$ cat src/sv/lsvc_pkg.sv
// Package for the looping sample voice: widths, item codes, register indexes
// and the command/status structs between controller and datapath.
// No dependencies.
package lsvc_pkg;

  localparam int NUM_STREAMS = 2;
  localparam int NUM_OUTPUTS = 2;
  localparam int SAMPLE_BITS = 24;
  localparam int FRAC_BITS   = 16;
  localparam int GAIN_BITS   = 18;
  localparam int ADDR_BITS   = 16;
  localparam int STEP_BITS   = 23;
  localparam int FRAME_BITS  = 17;
  localparam int POS_BITS    = FRAME_BITS + FRAC_BITS;
  localparam int CFG_BITS    = 17;
  localparam int IN_BITS     = 88;
  localparam int OUT_BITS    = 32;
  localparam int DIV_STEPS   = FRAME_BITS;

  localparam logic [1:0] KIND_LOAD_SAMPLE = 2'd0;
  localparam logic [1:0] KIND_LOAD_GAIN   = 2'd1;
  localparam logic [1:0] KIND_START       = 2'd2;
  localparam logic [1:0] KIND_TICK        = 2'd3;

  localparam logic [1:0] REG_LOOP_ENABLE = 2'd0;
  localparam logic [1:0] REG_LOOP_START  = 2'd1;
  localparam logic [1:0] REG_LOOP_END    = 2'd2;
  localparam logic [1:0] REG_LENGTH      = 2'd3;

  localparam logic [1:0] PH_B    = 2'd0;
  localparam logic [1:0] PH_C    = 2'd1;
  localparam logic [1:0] PH_LAST = 2'd2;

  typedef struct packed {
    logic       capture;
    logic       apply;
    logic       div_start;
    logic       addr_en;
    logic [1:0] tap;
    logic       rd_en;
    logic [2:0] rd_sel;
    logic       cap_en;
    logic [2:0] cap_sel;
    logic       coef_en;
    logic       stream;
    logic       mul_en;
    logic       add_en;
    logic [1:0] phase;
    logic       y_en;
    logic       adv_en;
    logic       mix_en;
    logic       mix_stream;
    logic       chan;
    logic       emit;
    logic       emit_zero;
  } dp_cmd_t;

  typedef struct packed {
    logic [1:0] kind;
    logic       active;
    logic       need_div;
    logic       out_free;
  } dp_stat_t;

endpackage

$ cat src/sv/lsvc_ctrl.sv
// Controller FSM for the sample voice: sequences loads, tap fetch,
// interpolation, position advance, mixing and result hand-off.
// Depends on lsvc_pkg.
module lsvc_ctrl (
  input  logic               clk,
  input  logic               rst_n,
  input  logic               in_tvalid,
  output logic               in_tready,
  input  logic               div_done,
  input  lsvc_pkg::dp_stat_t stat,
  output lsvc_pkg::dp_cmd_t  cmd
);
  import lsvc_pkg::*;

  localparam logic [3:0] S_IDLE  = 4'd0;
  localparam logic [3:0] S_DISP  = 4'd1;
  localparam logic [3:0] S_DIV   = 4'd2;
  localparam logic [3:0] S_ADDR  = 4'd3;
  localparam logic [3:0] S_READ  = 4'd4;
  localparam logic [3:0] S_COEF  = 4'd5;
  localparam logic [3:0] S_MUL   = 4'd6;
  localparam logic [3:0] S_ADD   = 4'd7;
  localparam logic [3:0] S_YOUT  = 4'd8;
  localparam logic [3:0] S_ADV   = 4'd9;
  localparam logic [3:0] S_MIX   = 4'd10;
  localparam logic [3:0] S_EMIT  = 4'd11;
  localparam logic [3:0] S_EMITZ = 4'd12;

  logic [3:0] state_r, state_nxt;
  logic [3:0] cnt_r, cnt_nxt;
  logic [1:0] ph_r, ph_nxt;
  logic       strm_r, strm_nxt;
  logic       chan_r, chan_nxt;
  logic [2:0] cap_idx;

  assign in_tready = (state_r == S_IDLE);
  assign cap_idx   = 3'(cnt_r - 4'd1);

  always_comb begin
    state_nxt = state_r;
    cnt_nxt   = cnt_r;
    ph_nxt    = ph_r;
    strm_nxt  = strm_r;
    chan_nxt  = chan_r;
    cmd       = '0;
    cmd.tap        = cnt_r[1:0];
    cmd.rd_sel     = cnt_r[2:0];
    cmd.cap_sel    = cap_idx;
    cmd.stream     = strm_r;
    cmd.phase      = ph_r;
    cmd.mix_stream = strm_r;
    cmd.chan       = chan_r;
    unique case (state_r)
      S_IDLE: begin
        if (in_tvalid) begin
          cmd.capture = 1'b1;
          state_nxt   = S_DISP;
        end
      end
      S_DISP: begin
        cnt_nxt  = '0;
        chan_nxt = 1'b0;
        strm_nxt = 1'b0;
        ph_nxt   = PH_B;
        if (stat.kind != KIND_TICK) begin
          cmd.apply = 1'b1;
          state_nxt = S_IDLE;
        end else if (!stat.active) begin
          state_nxt = S_EMITZ;
        end else if (stat.need_div) begin
          cmd.div_start = 1'b1;
          state_nxt     = S_DIV;
        end else begin
          state_nxt = S_ADDR;
        end
      end
      S_DIV: begin
        if (div_done) state_nxt = S_ADDR;
      end
      S_ADDR: begin
        cmd.addr_en = 1'b1;
        cnt_nxt     = cnt_r + 4'd1;
        if (cnt_r == 4'd3) begin
          cnt_nxt   = '0;
          state_nxt = S_READ;
        end
      end
      S_READ: begin
        // read issued for (tap, stream) = cnt, registered data captured in the next cycle
        cmd.rd_en  = (cnt_r != 4'd8);
        cmd.cap_en = (cnt_r != 4'd0);
        cnt_nxt    = cnt_r + 4'd1;
        if (cnt_r == 4'd8) begin
          cnt_nxt   = '0;
          state_nxt = S_COEF;
        end
      end
      S_COEF: begin
        cmd.coef_en = 1'b1;
        ph_nxt      = PH_B;
        state_nxt   = S_MUL;
      end
      S_MUL: begin
        cmd.mul_en = 1'b1;
        state_nxt  = S_ADD;
      end
      S_ADD: begin
        cmd.add_en = 1'b1;
        if (ph_r == PH_LAST) begin
          state_nxt = S_YOUT;
        end else begin
          ph_nxt    = ph_r + 2'd1;
          state_nxt = S_MUL;
        end
      end
      S_YOUT: begin
        cmd.y_en = 1'b1;
        if (strm_r == 1'b1) begin
          strm_nxt  = 1'b0;
          state_nxt = S_ADV;
        end else begin
          strm_nxt  = 1'b1;
          state_nxt = S_COEF;
        end
      end
      S_ADV: begin
        cmd.adv_en = 1'b1;
        state_nxt  = S_MIX;
      end
      S_MIX: begin
        cmd.mix_en = 1'b1;
        if (strm_r == 1'b1) begin
          strm_nxt  = 1'b0;
          state_nxt = S_EMIT;
        end else begin
          strm_nxt = 1'b1;
        end
      end
      S_EMIT: begin
        if (stat.out_free) begin
          cmd.emit = 1'b1;
          if (chan_r == 1'b1) begin
            state_nxt = S_IDLE;
          end else begin
            chan_nxt  = 1'b1;
            state_nxt = S_MIX;
          end
        end
      end
      S_EMITZ: begin
        if (stat.out_free) begin
          cmd.emit      = 1'b1;
          cmd.emit_zero = 1'b1;
          chan_nxt      = 1'b1;
          if (chan_r == 1'b1) state_nxt = S_IDLE;
        end
      end
      default: state_nxt = S_IDLE;
    endcase
  end

  always_ff @(posedge clk) begin
    if (!rst_n) begin
      state_r <= S_IDLE;
      cnt_r   <= '0;
      ph_r    <= PH_B;
      strm_r  <= 1'b0;
      chan_r  <= 1'b0;
    end else begin
      state_r <= state_nxt;
      cnt_r   <= cnt_nxt;
      ph_r    <= ph_nxt;
      strm_r  <= strm_nxt;
      chan_r  <= chan_nxt;
    end
  end

  a_div_only_in_wait: assert property (@(posedge clk) disable iff (!rst_n)
    cmd.div_start |=> state_r == S_DIV)
    else $error("divider started outside dispatch");
  a_emit_needs_room: assert property (@(posedge clk) disable iff (!rst_n)
    cmd.emit |-> stat.out_free)
    else $error("result issued while output register occupied");
  a_accept_only_idle: assert property (@(posedge clk) disable iff (!rst_n)
    cmd.capture |-> state_r == S_IDLE)
    else $error("item captured mid-operation");

endmodule

$ cat config.mk
export PLATFORM = sky130hd
export DESIGN_NAME = lsvc_ctrl
export DESIGN_NICKNAME = d
export VERILOG_FILES = /design/src/sv/lsvc_pkg.sv /design/src/sv/lsvc_ctrl.sv
export SDC_FILE = /design/constraint.sdc
export NUM_CORES = 1
export LEC_CHECK = 0
export BUFFER_PORTS_ARGS = -buffer_cell sky130_fd_sc_hd__buf_2
export CORE_ASPECT_RATIO = 1.2
export CORE_MARGIN = 8
export CORE_UTILIZATION = 30
export CTS_CLUSTER_DIAMETER = 200
export DETAILED_ROUTE_END_ITERATION = 10
export GPL_TIMING_DRIVEN = 1
export PLACE_DENSITY_LB_ADDON = 0.08
export SLEW_MARGIN = 5
export SYNTH_ARGS = -nofsm -noshare
export SYNTH_HDL_FRONTEND = slang
export SYNTH_SLANG_ARGS = --single-unit
$ cat constraint.sdc
create_clock -name clk -period 2.3 [get_ports clk]
set_clock_uncertainty 0.1 [all_clocks]
set_input_delay 0.345 -clock clk [delete_from_list [all_inputs] [get_ports clk]]
set_output_delay 0.345 -clock clk [all_outputs]
set_load 0.005 [all_outputs]
==> impl_metrics.env, run 1 <==
export IMPL_status="finished clean"
export IMPL_seqPwrFrac=0.265
export IMPL_tightest_slew_ns=0.367
export IMPL_gr_usage_all_layers=0.112
export IMPL_ys_seq_area_frac=0.220
export IMPL_ant_nets=0
export IMPL_synthesis_area_um2=1090
export IMPL_share_comb_of_total_power=0.565
export IMPL_synth_top_area_share=0.220
export IMPL_synthCells=144
export IMPL_io_pins=37
export IMPL_cts_setup_buffers=0
export IMPL_stdcell_area_um2=1280
export IMPL_initial_utilization=0.306
export IMPL_antenna_cells=0
export IMPL_cp_cell_sequence="or4b_4 > nor2_1 > and2_1 > buf_2"
export IMPL_fin_setup_tns_ns=0
export IMPL_p_int_mw=0.655
export IMPL_drt_wl_total_mm=3.20
export IMPL_r2r_end="state_r[2]"
export IMPL_synth_cell_types=47
export IMPL_max_freq_mhz=475
export IMPL_path_max_fanout=11
export IMPL_rows=24
export IMPL_grt_pass1_vias=1120
export IMPL_period_needed_ns=2.10
export IMPL_num_vias=1106
export IMPL_power_density_nw_per_um2=918
export IMPL_synth_common_cells="dfxtp_1 (12), inv_1 (11), nand2_1 (11)"
export IMPL_critPathBufInv=1
export IMPL_worstSetupStartpointType="register"
export IMPL_rsz0062_at_grt="no"
export IMPL_netSwitchingFraction=0.444
export IMPL_synth_fp_nets=156
export IMPL_fin_nets=184
export IMPL_via_per_inst=5.29
export IMPL_multiInputGateArea_um2=699
export IMPL_clock_sinks=12
export IMPL_worstHoldStart="stat[1]"
export IMPL_cts_resized=0
export IMPL_drt_iter0_markers=38
export IMPL_crit_type="reg -> out"
export IMPL_cts_tree="yes"
export IMPL_htreeDepth=1
export IMPL_yosysTopAreaCell="dfxtp_1"
export IMPL_drv_slew=0
export IMPL_min_delay_path_depth=4
export IMPL_numCtsBuffers=3
export IMPL_end_kind="output pin"
export IMPL_p_total_mw=1.18
export IMPL_syn_avg_cell_area_um2=7.59
export IMPL_cpLargestDelayFamily="simple AND/OR/NAND/NOR gates"
export IMPL_grt_pass1_wl_mm=5.31
export IMPL_core_area_um2=3570
export IMPL_timing_critical_path_arrival_ns=1.66
export IMPL_yosysMostFrequentCell="dfxtp_1"
export IMPL_io_buffers=36
export IMPL_drive_gt1_frac=0.306
export IMPL_areaGrowthSynthToFinish_pct=17.4
export IMPL_die_area_um2=5840
export IMPL_r2r_start="cnt_r[0]"
export IMPL_switching_power_mw=0.523
export IMPL_maxCapViolations=0
export IMPL_clockPowerShare=0.171
export IMPL_hold_buffers=0
export IMPL_synth_seq_cells=12
export IMPL_cts_path_max_buffers=2
export IMPL_dr_pass1_iters=4
export IMPL_die_h_um=82.1
export IMPL_peakVddDrop_uv=443
export IMPL_hold_end="state_r[0]"
export IMPL_antenna_found_initial=0
export IMPL_placed_cell_area_um2=1240
export IMPL_power_leakage_nw=0.604
export IMPL_ys_flop_type="dfxtp_1"
export IMPL_grt_max_degree=21
export IMPL_drc_errors=0
export IMPL_fin_ws_ns=0.196
export IMPL_path_clk_slew_ns=0.06
export IMPL_finalHoldViolations=0
export IMPL_fin_crit_sh=0.915
export IMPL_setup_violations=0
export IMPL_grt_overflow_total=0
export IMPL_die_x_um=71.1
export IMPL_slowest_delay_ns=0.60
export IMPL_synth_edf_count=0
export IMPL_fill_cells=396
export IMPL_r2r_slack_ns=0.49
export IMPL_hp_class="in -> reg"
export IMPL_root_buffer="clkbuf_8"
export IMPL_routedWlPerCell_um=15.3
export IMPL_yosysWarnings=0
export IMPL_rr_worst_depth=6
export IMPL_relSlewSlack=0.755
export IMPL_synthArstFlopShare=0
export IMPL_critPathSlowestCell="or4b_4"
export IMPL_place_gp_congestion=0.766
export IMPL_final_seq_area_um2=241
export IMPL_clk_latency_ns=0.24
export IMPL_fin_util=0.359
export IMPL_synthTopCellsByArea="dfxtp_1 (22%), mux2i_1 (6.4%), buf_4 (6.2%)"
export IMPL_place_hpwl_mm=2.49
export IMPL_required_ns=1.86
export IMPL_dp_slack_ns=0.381
-- power groups by stage --
stage          logic [mW]  clock network [mW]  registers, mW
5_1_grt             0.739               0.215          0.322
4_1_cts             0.671               0.210          0.310
3_5_place_dp        0.669                   0          0.314
6_report            0.665               0.201          0.312
3_3_place_gp        0.667                   0          0.314
2_1_floorplan       0.538                   0          0.268
-- through the flow --
| step | hold slack (ns) | cells |
|---|---|---|
| after floorplan | 0.401 | 144 |
| after global placement | 0.427 | 206 |
| after detailed placement | 0.435 | 206 |
| after CTS | 0.330 | 209 |
| after global routing | 0.360 | 209 |
| final | 0.338 | 209 |
-- tightest hold or removal path, stage by stage --
cell     delay (ns)
buf_2          0.09
o31ai_2        0.07
nand3_1        0.07
mux2i_1        0.06
-- metal layers --
layer	global-route usage	part of all wire
met2	0.209	0.52
met4	0.0438	0.014
met1	0.117	0.43
met3	0.0314	0.035
met5	0	0
-- worst max path at each step --
stage,start,slack (ns),end,cells past startpoint
after detailed placement,state_r[0],0.38,cmd[24],4
after floorplan,state_r[1],0.62,cmd[24],4
after global routing,state_r[1],0.08,cmd[24],4
after global placement,state_r[0],0.43,cmd[24],4
after CTS,state_r[0],0.10,cmd[24],4
final,state_r[1],0.20,cmd[24],4
-- layout by cell type, fill, tap and decap left out, types with 2 or more instances in the layout --
master,netlist,final
a21oi_1,7,7
a32oi_1,2,2
and2_1,5,5
and3_1,5,5
buf_2,5,36
buf_4,9,4
clkbuf_8,0,3
dfxtp_1,12,11
ha_1,3,3
inv_1,11,11
mux2i_1,7,7
nand2_1,11,11
nand2b_1,5,5
nand3_1,8,8
nand4_1,2,2
nor2_1,10,10
nor2b_1,2,2
nor3_1,5,5
nor4_1,2,2
o21ai_0,3,3
or4b_1,2,2
-- state kept, by name (all words and copies together) (netlist names) --
register / cells
chan_r: 1
cnt_r: 4
ph_r: 2
state_r: 4
strm_r: 1
-- logic make-up (layout without fill, tap and decap cells) --
family,after synthesis,count (layout),synth area share
buf+inv,28,54,0.140
simple gates,66,66,0.349
compound gates,26,26,0.174
mux,8,8,0.0745
fa+ha+maj,3,3,0.0344
xor+xnor,1,1,0.00802
flops,12,12,0.220
-- layout make-up --
type | count | area share
multi-input cells | 104 | 0.545
flip-flops and latches | 12 | 0.188
repair buffers | 40 | 0.164
well taps | 39 | 0.0380
clock buffers | 3 | 0.0322
inverters | 11 | 0.0322
No activity file was read; power rests on OpenSTA's default activity.
==> run 2: changes to the inputs <==
--- a/config.mk
+++ b/config.mk
@@ -10,3 +10,3 @@
 export CORE_MARGIN = 8
-export CORE_UTILIZATION = 30
+export CORE_UTILIZATION = 45
 export CTS_CLUSTER_DIAMETER = 200
--- a/constraint.sdc
+++ b/constraint.sdc
@@ -4,2 +4,2 @@
 set_output_delay 0.345 -clock clk [all_outputs]
-set_load 0.005 [all_outputs]
+set_load 0.05 [all_outputs]
==> run 2 against run 1 <==
Effect of this change: highest routed layer unchanged; fmax fell by 3.2%; critical endpoint is now cmd[1]; sequential cell count unchanged; sequential share of layout area down 0.24 points; global-route usage up 3.1 points.
==> impl_metrics.env, run 2 (synthesized netlist as in run 1, its figures left out) <==
export IMPL_critPathLaunch="state_r[2]"
export IMPL_share_comb_of_total_power=0.672
export IMPL_setup_violations=0
export IMPL_path_clk_slew_ns=0.08
export IMPL_ant_nets=0
export IMPL_fin_util=0.569
export IMPL_critPathCapture="cmd[1]"
export IMPL_rr_worst_depth=6
export IMPL_fin_nets=186
export IMPL_power_density_nw_per_um2=1130
export IMPL_cts_setup_buffers=0
export IMPL_p_int_mw=0.669
export IMPL_grt_max_degree=20
export IMPL_antenna_found_initial=0
export IMPL_initial_utilization=0.474
export IMPL_multiInputGateArea_um2=724
export IMPL_cts_path_max_buffers=2
export IMPL_dpl_cell_count=200
export IMPL_drt_iter0_markers=39
export IMPL_r2r_end="state_r[0]"
export IMPL_end_kind="output pin"
export IMPL_worst_hold_slack_ns=0.321
export IMPL_dr_pass1_iters=4
export IMPL_root_buffer="clkbuf_4"
export IMPL_final_cell_mix="buf_2 (35), inv_1 (11), nand2_1 (11)"
export IMPL_final_seq_area_um2=244
export IMPL_rows=19
export IMPL_period_needed_ns=2.17
export IMPL_rsz0062_at_grt="no"
export IMPL_drv_slew=0
export IMPL_tightest_slew_ns=0.335
export IMPL_cts_tree="yes"
export IMPL_via_per_inst=5.50
export IMPL_place_gp_congestion=0.819
export IMPL_drc_errors=0
export IMPL_routedWlPerCell_um=14.2
export IMPL_worstSetupStartpointType="register"
export IMPL_maxCapViolations=0
export IMPL_drt_wl_total_mm=2.90
export IMPL_grt_overflow_total=0
export IMPL_r2r_start="cnt_r[0]"
export IMPL_clk_latency_ns=0.29
export IMPL_layout_commonest_cell="buf_2"
export IMPL_cp_cell_sequence="buf_4 > nand2b_1 > o22ai_1 > and3_1 > buf_2"
export IMPL_seqPwrFrac=0.208
export IMPL_drive_gt1_frac=0.358
export IMPL_critPathBufInv=2
export IMPL_clock_sinks=12
export IMPL_antenna_cells=0
export IMPL_numCtsBuffers=3
export IMPL_status="finished clean"
export IMPL_core_area_um2=2310
export IMPL_final_cells=204
export IMPL_netSwitchingFraction=0.550
export IMPL_relSlewSlack=0.774
export IMPL_die_h_um=70.0
export IMPL_num_vias=1122
export IMPL_cpLargestDelayFamily="buffers and inverters"
export IMPL_io_pins=37
export IMPL_fill_cells=244
export IMPL_slowest_delay_ns=0.38
export IMPL_place_hpwl_mm=2.31
export IMPL_max_freq_mhz=460
export IMPL_hp_class="in -> reg"
export IMPL_switching_power_mw=0.817
export IMPL_crit_type="reg -> out"
export IMPL_r2r_slack_ns=0.33
export IMPL_peakVddDrop_uv=550
export IMPL_htreeDepth=1
export IMPL_timing_critical_path_arrival_ns=1.73
export IMPL_fin_crit_sh=0.945
export IMPL_grt_pass1_wl_mm=4.82
export IMPL_hold_buffers=0
export IMPL_clockPowerShare=0.120
export IMPL_critPathSlowestCell="dfxtp_2"
export IMPL_path_max_fanout=11
export IMPL_top_regs="cnt_r: 4 flops, state_r: 4 flops, ph_r: 2 flops"
export IMPL_gr_usage_all_layers=0.143
export IMPL_p_total_mw=1.49
export IMPL_io_buffers=36
export IMPL_grt_pass1_vias=1091
export IMPL_die_area_um2=4270
export IMPL_areaGrowthSynthToFinish_pct=20.2
export IMPL_power_leakage_nw=0.618
export IMPL_die_x_um=61.0
export IMPL_required_ns=1.86
export IMPL_cp_depth=5
export IMPL_finalHoldViolations=0
[run 2: cell types whose count changed in the layout (fill, tap and decap cells not counted)]
cell,change
nor4_1,-2
nor3_2,+1
nor3_1,-1
dfxtp_2,+2
clkbuf_8,-2
nor4_2,+2
clkbuf_4,+4
a21oi_2,+2
dfxtp_1,-2
buf_4,+2
a21oi_1,-2
buf_2,-1
[run 2: repair_timing]
| item | in CTS | in global routing |
|---|---|---|
| setup endpoints to repair | 2 | 2 |
| resized for setup | 2 | 2 |
| gates cloned | 0 | 0 |
[run 2: tightest hold or removal path, stage by stage]
cell	delay, ns
buf_2	0.10
nor3_2	0.05
nor2_1	0.09
a21oi_1	0.07
[run 2: power by group through the flow]
| stage | Clock [mW] | Sequential [mW] | Combinational, mW |
|---|---|---|---|
| after floorplan | 0 | 0.268 | 0.846 |
| after detailed placement | 0 | 0.309 | 0.999 |
| after CTS | 0.187 | 0.308 | 1.00 |
| final | 0.178 | 0.310 | 0.998 |
| after global placement | 0 | 0.305 | 0.994 |
| after global routing | 0.194 | 0.322 | 1.06 |
[run 2: per-layer routing]
| metal | part of all wire | track usage |
|---|---|---|
| met5 | 0 | 0 |
| met4 | 0.024 | 0.0701 |
| met3 | 0.043 | 0.0275 |
| met2 | 0.51 | 0.243 |
| met1 | 0.42 | 0.161 |
[run 2: layout make-up]
type / instances / share of cell area
flip-flops and latches: 12 / 0.186
repair buffers: 42 / 0.173
well taps: 31 / 0.0296
multi-input cells: 104 / 0.552
inverters: 11 / 0.0315
clock buffers: 4 / 0.0276
[run 2: how the worst min path moves through the flow]
stage	to	cells after the start	slack [ns]	startpoint
after floorplan	state_r[2]	2	0.40	rst_n
after global placement	cnt_r[3]	2	0.45	cnt_r[3]
after detailed placement	cnt_r[3]	2	0.45	cnt_r[3]
after CTS	state_r[3]	4	0.31	stat[2]
after global routing	ph_r[0]	2	0.33	rst_n
final	state_r[3]	4	0.32	stat[2]
[run 2: through the flow]
stage	setup WS [ns]	setup TNS [ns]	instance area (um2)
floorplan	-0.320	-0.320	1120
global placement	0.325	0	1270
detailed placement	0.314	0	1270
CTS	0.0364	0	1310
global route	0.00878	0	1310
finish	0.126	0	1310
==> run 3: changes to the inputs <==
PLACE_DENSITY = 0.71   (was default)
PLACE_DENSITY_LB_ADDON = default   (was 0.08)
==> run 3 against run 2 <==
Effect of this change: clock-buffer cell count fell by 1; critical endpoint is now cmd[24]; largest power group unchanged; sequential cell count did not move; sequential power decreased by 4%; largest cell class unchanged.
==> impl_metrics.env, run 3 (synthesized netlist as in run 1, its figures left out) <==
export IMPL_status="finished clean"
export IMPL_final_seq_area_um2=241
export IMPL_max_freq_mhz=451
export IMPL_htreeDepth=1
export IMPL_clk_latency_ns=0.28
export IMPL_grt_pass1_vias=1142
export IMPL_drt_iter0_markers=36
export IMPL_p_int_mw=0.629
export IMPL_fin_ws_ns=0.0837
export IMPL_path_clk_slew_ns=0.08
export IMPL_top_regs="cnt_r: 4 flops, state_r: 4 flops, ph_r: 2 flops"
export IMPL_multiInputGateArea_um2=724
export IMPL_switching_power_mw=0.811
export IMPL_initial_utilization=0.474
export IMPL_cp_cell_sequence="or4b_4 > nor2_1 > and2_1 > buf_2"
export IMPL_io_pins=37
export IMPL_tightest_slew_ns=0.320
export IMPL_core_area_um2=2310
export IMPL_grt_pass1_wl_mm=4.96
export IMPL_cts_tree="yes"
export IMPL_stdcell_area_um2=1290
export IMPL_netSwitchingFraction=0.563
export IMPL_drc_errors=0
export IMPL_numCtsBuffers=3
export IMPL_maxCapViolations=0
export IMPL_clock_sinks=12
export IMPL_io_buffers=36
export IMPL_r2r_start="cnt_r[0]"
export IMPL_drive_gt1_frac=0.343
export IMPL_critPathCapture="cmd[24]"
export IMPL_period_needed_ns=2.22
export IMPL_end_kind="output pin"
export IMPL_fin_crit_sh=0.964
export IMPL_worstSetupStartpointType="register"
export IMPL_worstHoldStart="stat[2]"
export IMPL_areaGrowthSynthToFinish_pct=18.4
export IMPL_r2r_end="state_r[0]"
export IMPL_required_ns=1.86
export IMPL_antenna_cells=0
export IMPL_place_hpwl_mm=2.28
export IMPL_power_density_nw_per_um2=1110
export IMPL_root_buffer="clkbuf_4"
export IMPL_rsz0062_at_grt="no"
export IMPL_critPathSlowestCell="or4b_4"
export IMPL_dp_slack_ns=0.302
export IMPL_die_x_um=61.0
export IMPL_gr_usage_all_layers=0.145
export IMPL_crit_type="reg -> out"
export IMPL_fin_nets=186
export IMPL_path_max_fanout=11
export IMPL_slowest_delay_ns=0.52
export IMPL_relSlewSlack=0.784
export IMPL_placed_cell_area_um2=1270
export IMPL_fin_util=0.561
export IMPL_rr_worst_depth=6
export IMPL_rows=19
export IMPL_finalHoldViolations=0
export IMPL_die_h_um=70.0
export IMPL_grt_max_degree=21
export IMPL_final_cell_mix="buf_2 (36), inv_1 (11), nand2_1 (11), dfxtp_1 (11), nor2_1 (10)"
export IMPL_peakVddDrop_uv=635
export IMPL_die_area_um2=4270
export IMPL_grt_overflow_total=0
export IMPL_via_per_inst=5.60
export IMPL_ant_nets=0
export IMPL_timing_critical_path_arrival_ns=1.77
export IMPL_r2r_slack_ns=0.37
export IMPL_critPathLaunch="state_r[0]"
export IMPL_antenna_found_initial=0
export IMPL_setup_violations=0
export IMPL_seqPwrFrac=0.207
export IMPL_fill_cells=236
export IMPL_cts_path_max_buffers=2
export IMPL_share_comb_of_total_power=0.696
export IMPL_num_vias=1136
export IMPL_clockPowerShare=0.097
export IMPL_place_gp_congestion=0.826
export IMPL_p_total_mw=1.44
export IMPL_routedWlPerCell_um=14.7
export IMPL_fin_setup_tns_ns=0
export IMPL_layout_commonest_cell="buf_2"
export IMPL_drt_wl_total_mm=2.98
export IMPL_power_leakage_nw=0.611
export IMPL_drv_slew=0
export IMPL_dr_pass1_iters=4
export IMPL_hold_buffers=0
export IMPL_hp_class="in -> reg"
-- run 3: cell types whose count changed in the layout (fill, tap and decap cells not counted) --
cell      delta
buf_2        +1
dfxtp_2      -2
clkbuf_4     -1
clkbuf_8     -1
dfxtp_1      +2
-- run 3: final cells by class --
type	instances	area share
clock buffers	3	0.0174
inverters	11	0.0319
flip-flops and latches	12	0.187
well taps	31	0.0300
multi-input cells	104	0.560
repair buffers	42	0.174
-- run 3: metal layers --
layer | part of all wire | vias up | GRT usage
met4 | 0.028 | 0 | 0.0779
met2 | 0.50 | 41 | 0.244
met3 | 0.084 | 10 | 0.0311
li1 | - | 564 | -
met5 | 0 | - | 0
met1 | 0.38 | 521 | 0.161
-- run 3: worst min-delay path by stage --
stage / endpoint / cells past startpoint / slack (ns)
4_1_cts: state_r[3] / 4 / 0.30
3_5_place_dp: cnt_r[3] / 2 / 0.45
6_report: state_r[3] / 4 / 0.30
3_3_place_gp: cnt_r[3] / 2 / 0.44
2_1_floorplan: state_r[2] / 2 / 0.40
5_1_grt: state_r[3] / 4 / 0.35
-- run 3: per-stage QoR --
stage	hold WS [ns]	std cells
floorplan	0.405	144
global placement	0.436	200
detailed placement	0.450	200
CTS	0.296	203
global route	0.350	203
finish	0.302	203
-- run 3: worst max-delay path: cells and delay by family, from the launching register on --
family / cells / cell delay (ns)
and+or+nand+nor: 3 / 0.81
buffers and inverters: 1 / 0.25
DFF: 1 / 0.43
-- run 3: timing repair --
action                     in CTS  in global routing
buffers inserted                0                  0
setup endpoints to repair       1                  0
gates resized for setup         1                  0
-- run 3: power groups by stage --
| stage | Sequential [mW] | Clock (mW) | Combinational [mW] |
|---|---|---|---|
| 2_1_floorplan | 0.268 | 0 | 0.846 |
| 3_3_place_gp | 0.294 | 0 | 0.990 |
| 3_5_place_dp | 0.297 | 0 | 1.00 |
| 4_1_cts | 0.298 | 0.141 | 1.01 |
| 5_1_grt | 0.308 | 0.151 | 1.08 |
| 6_report | 0.298 | 0.140 | 1.00 |
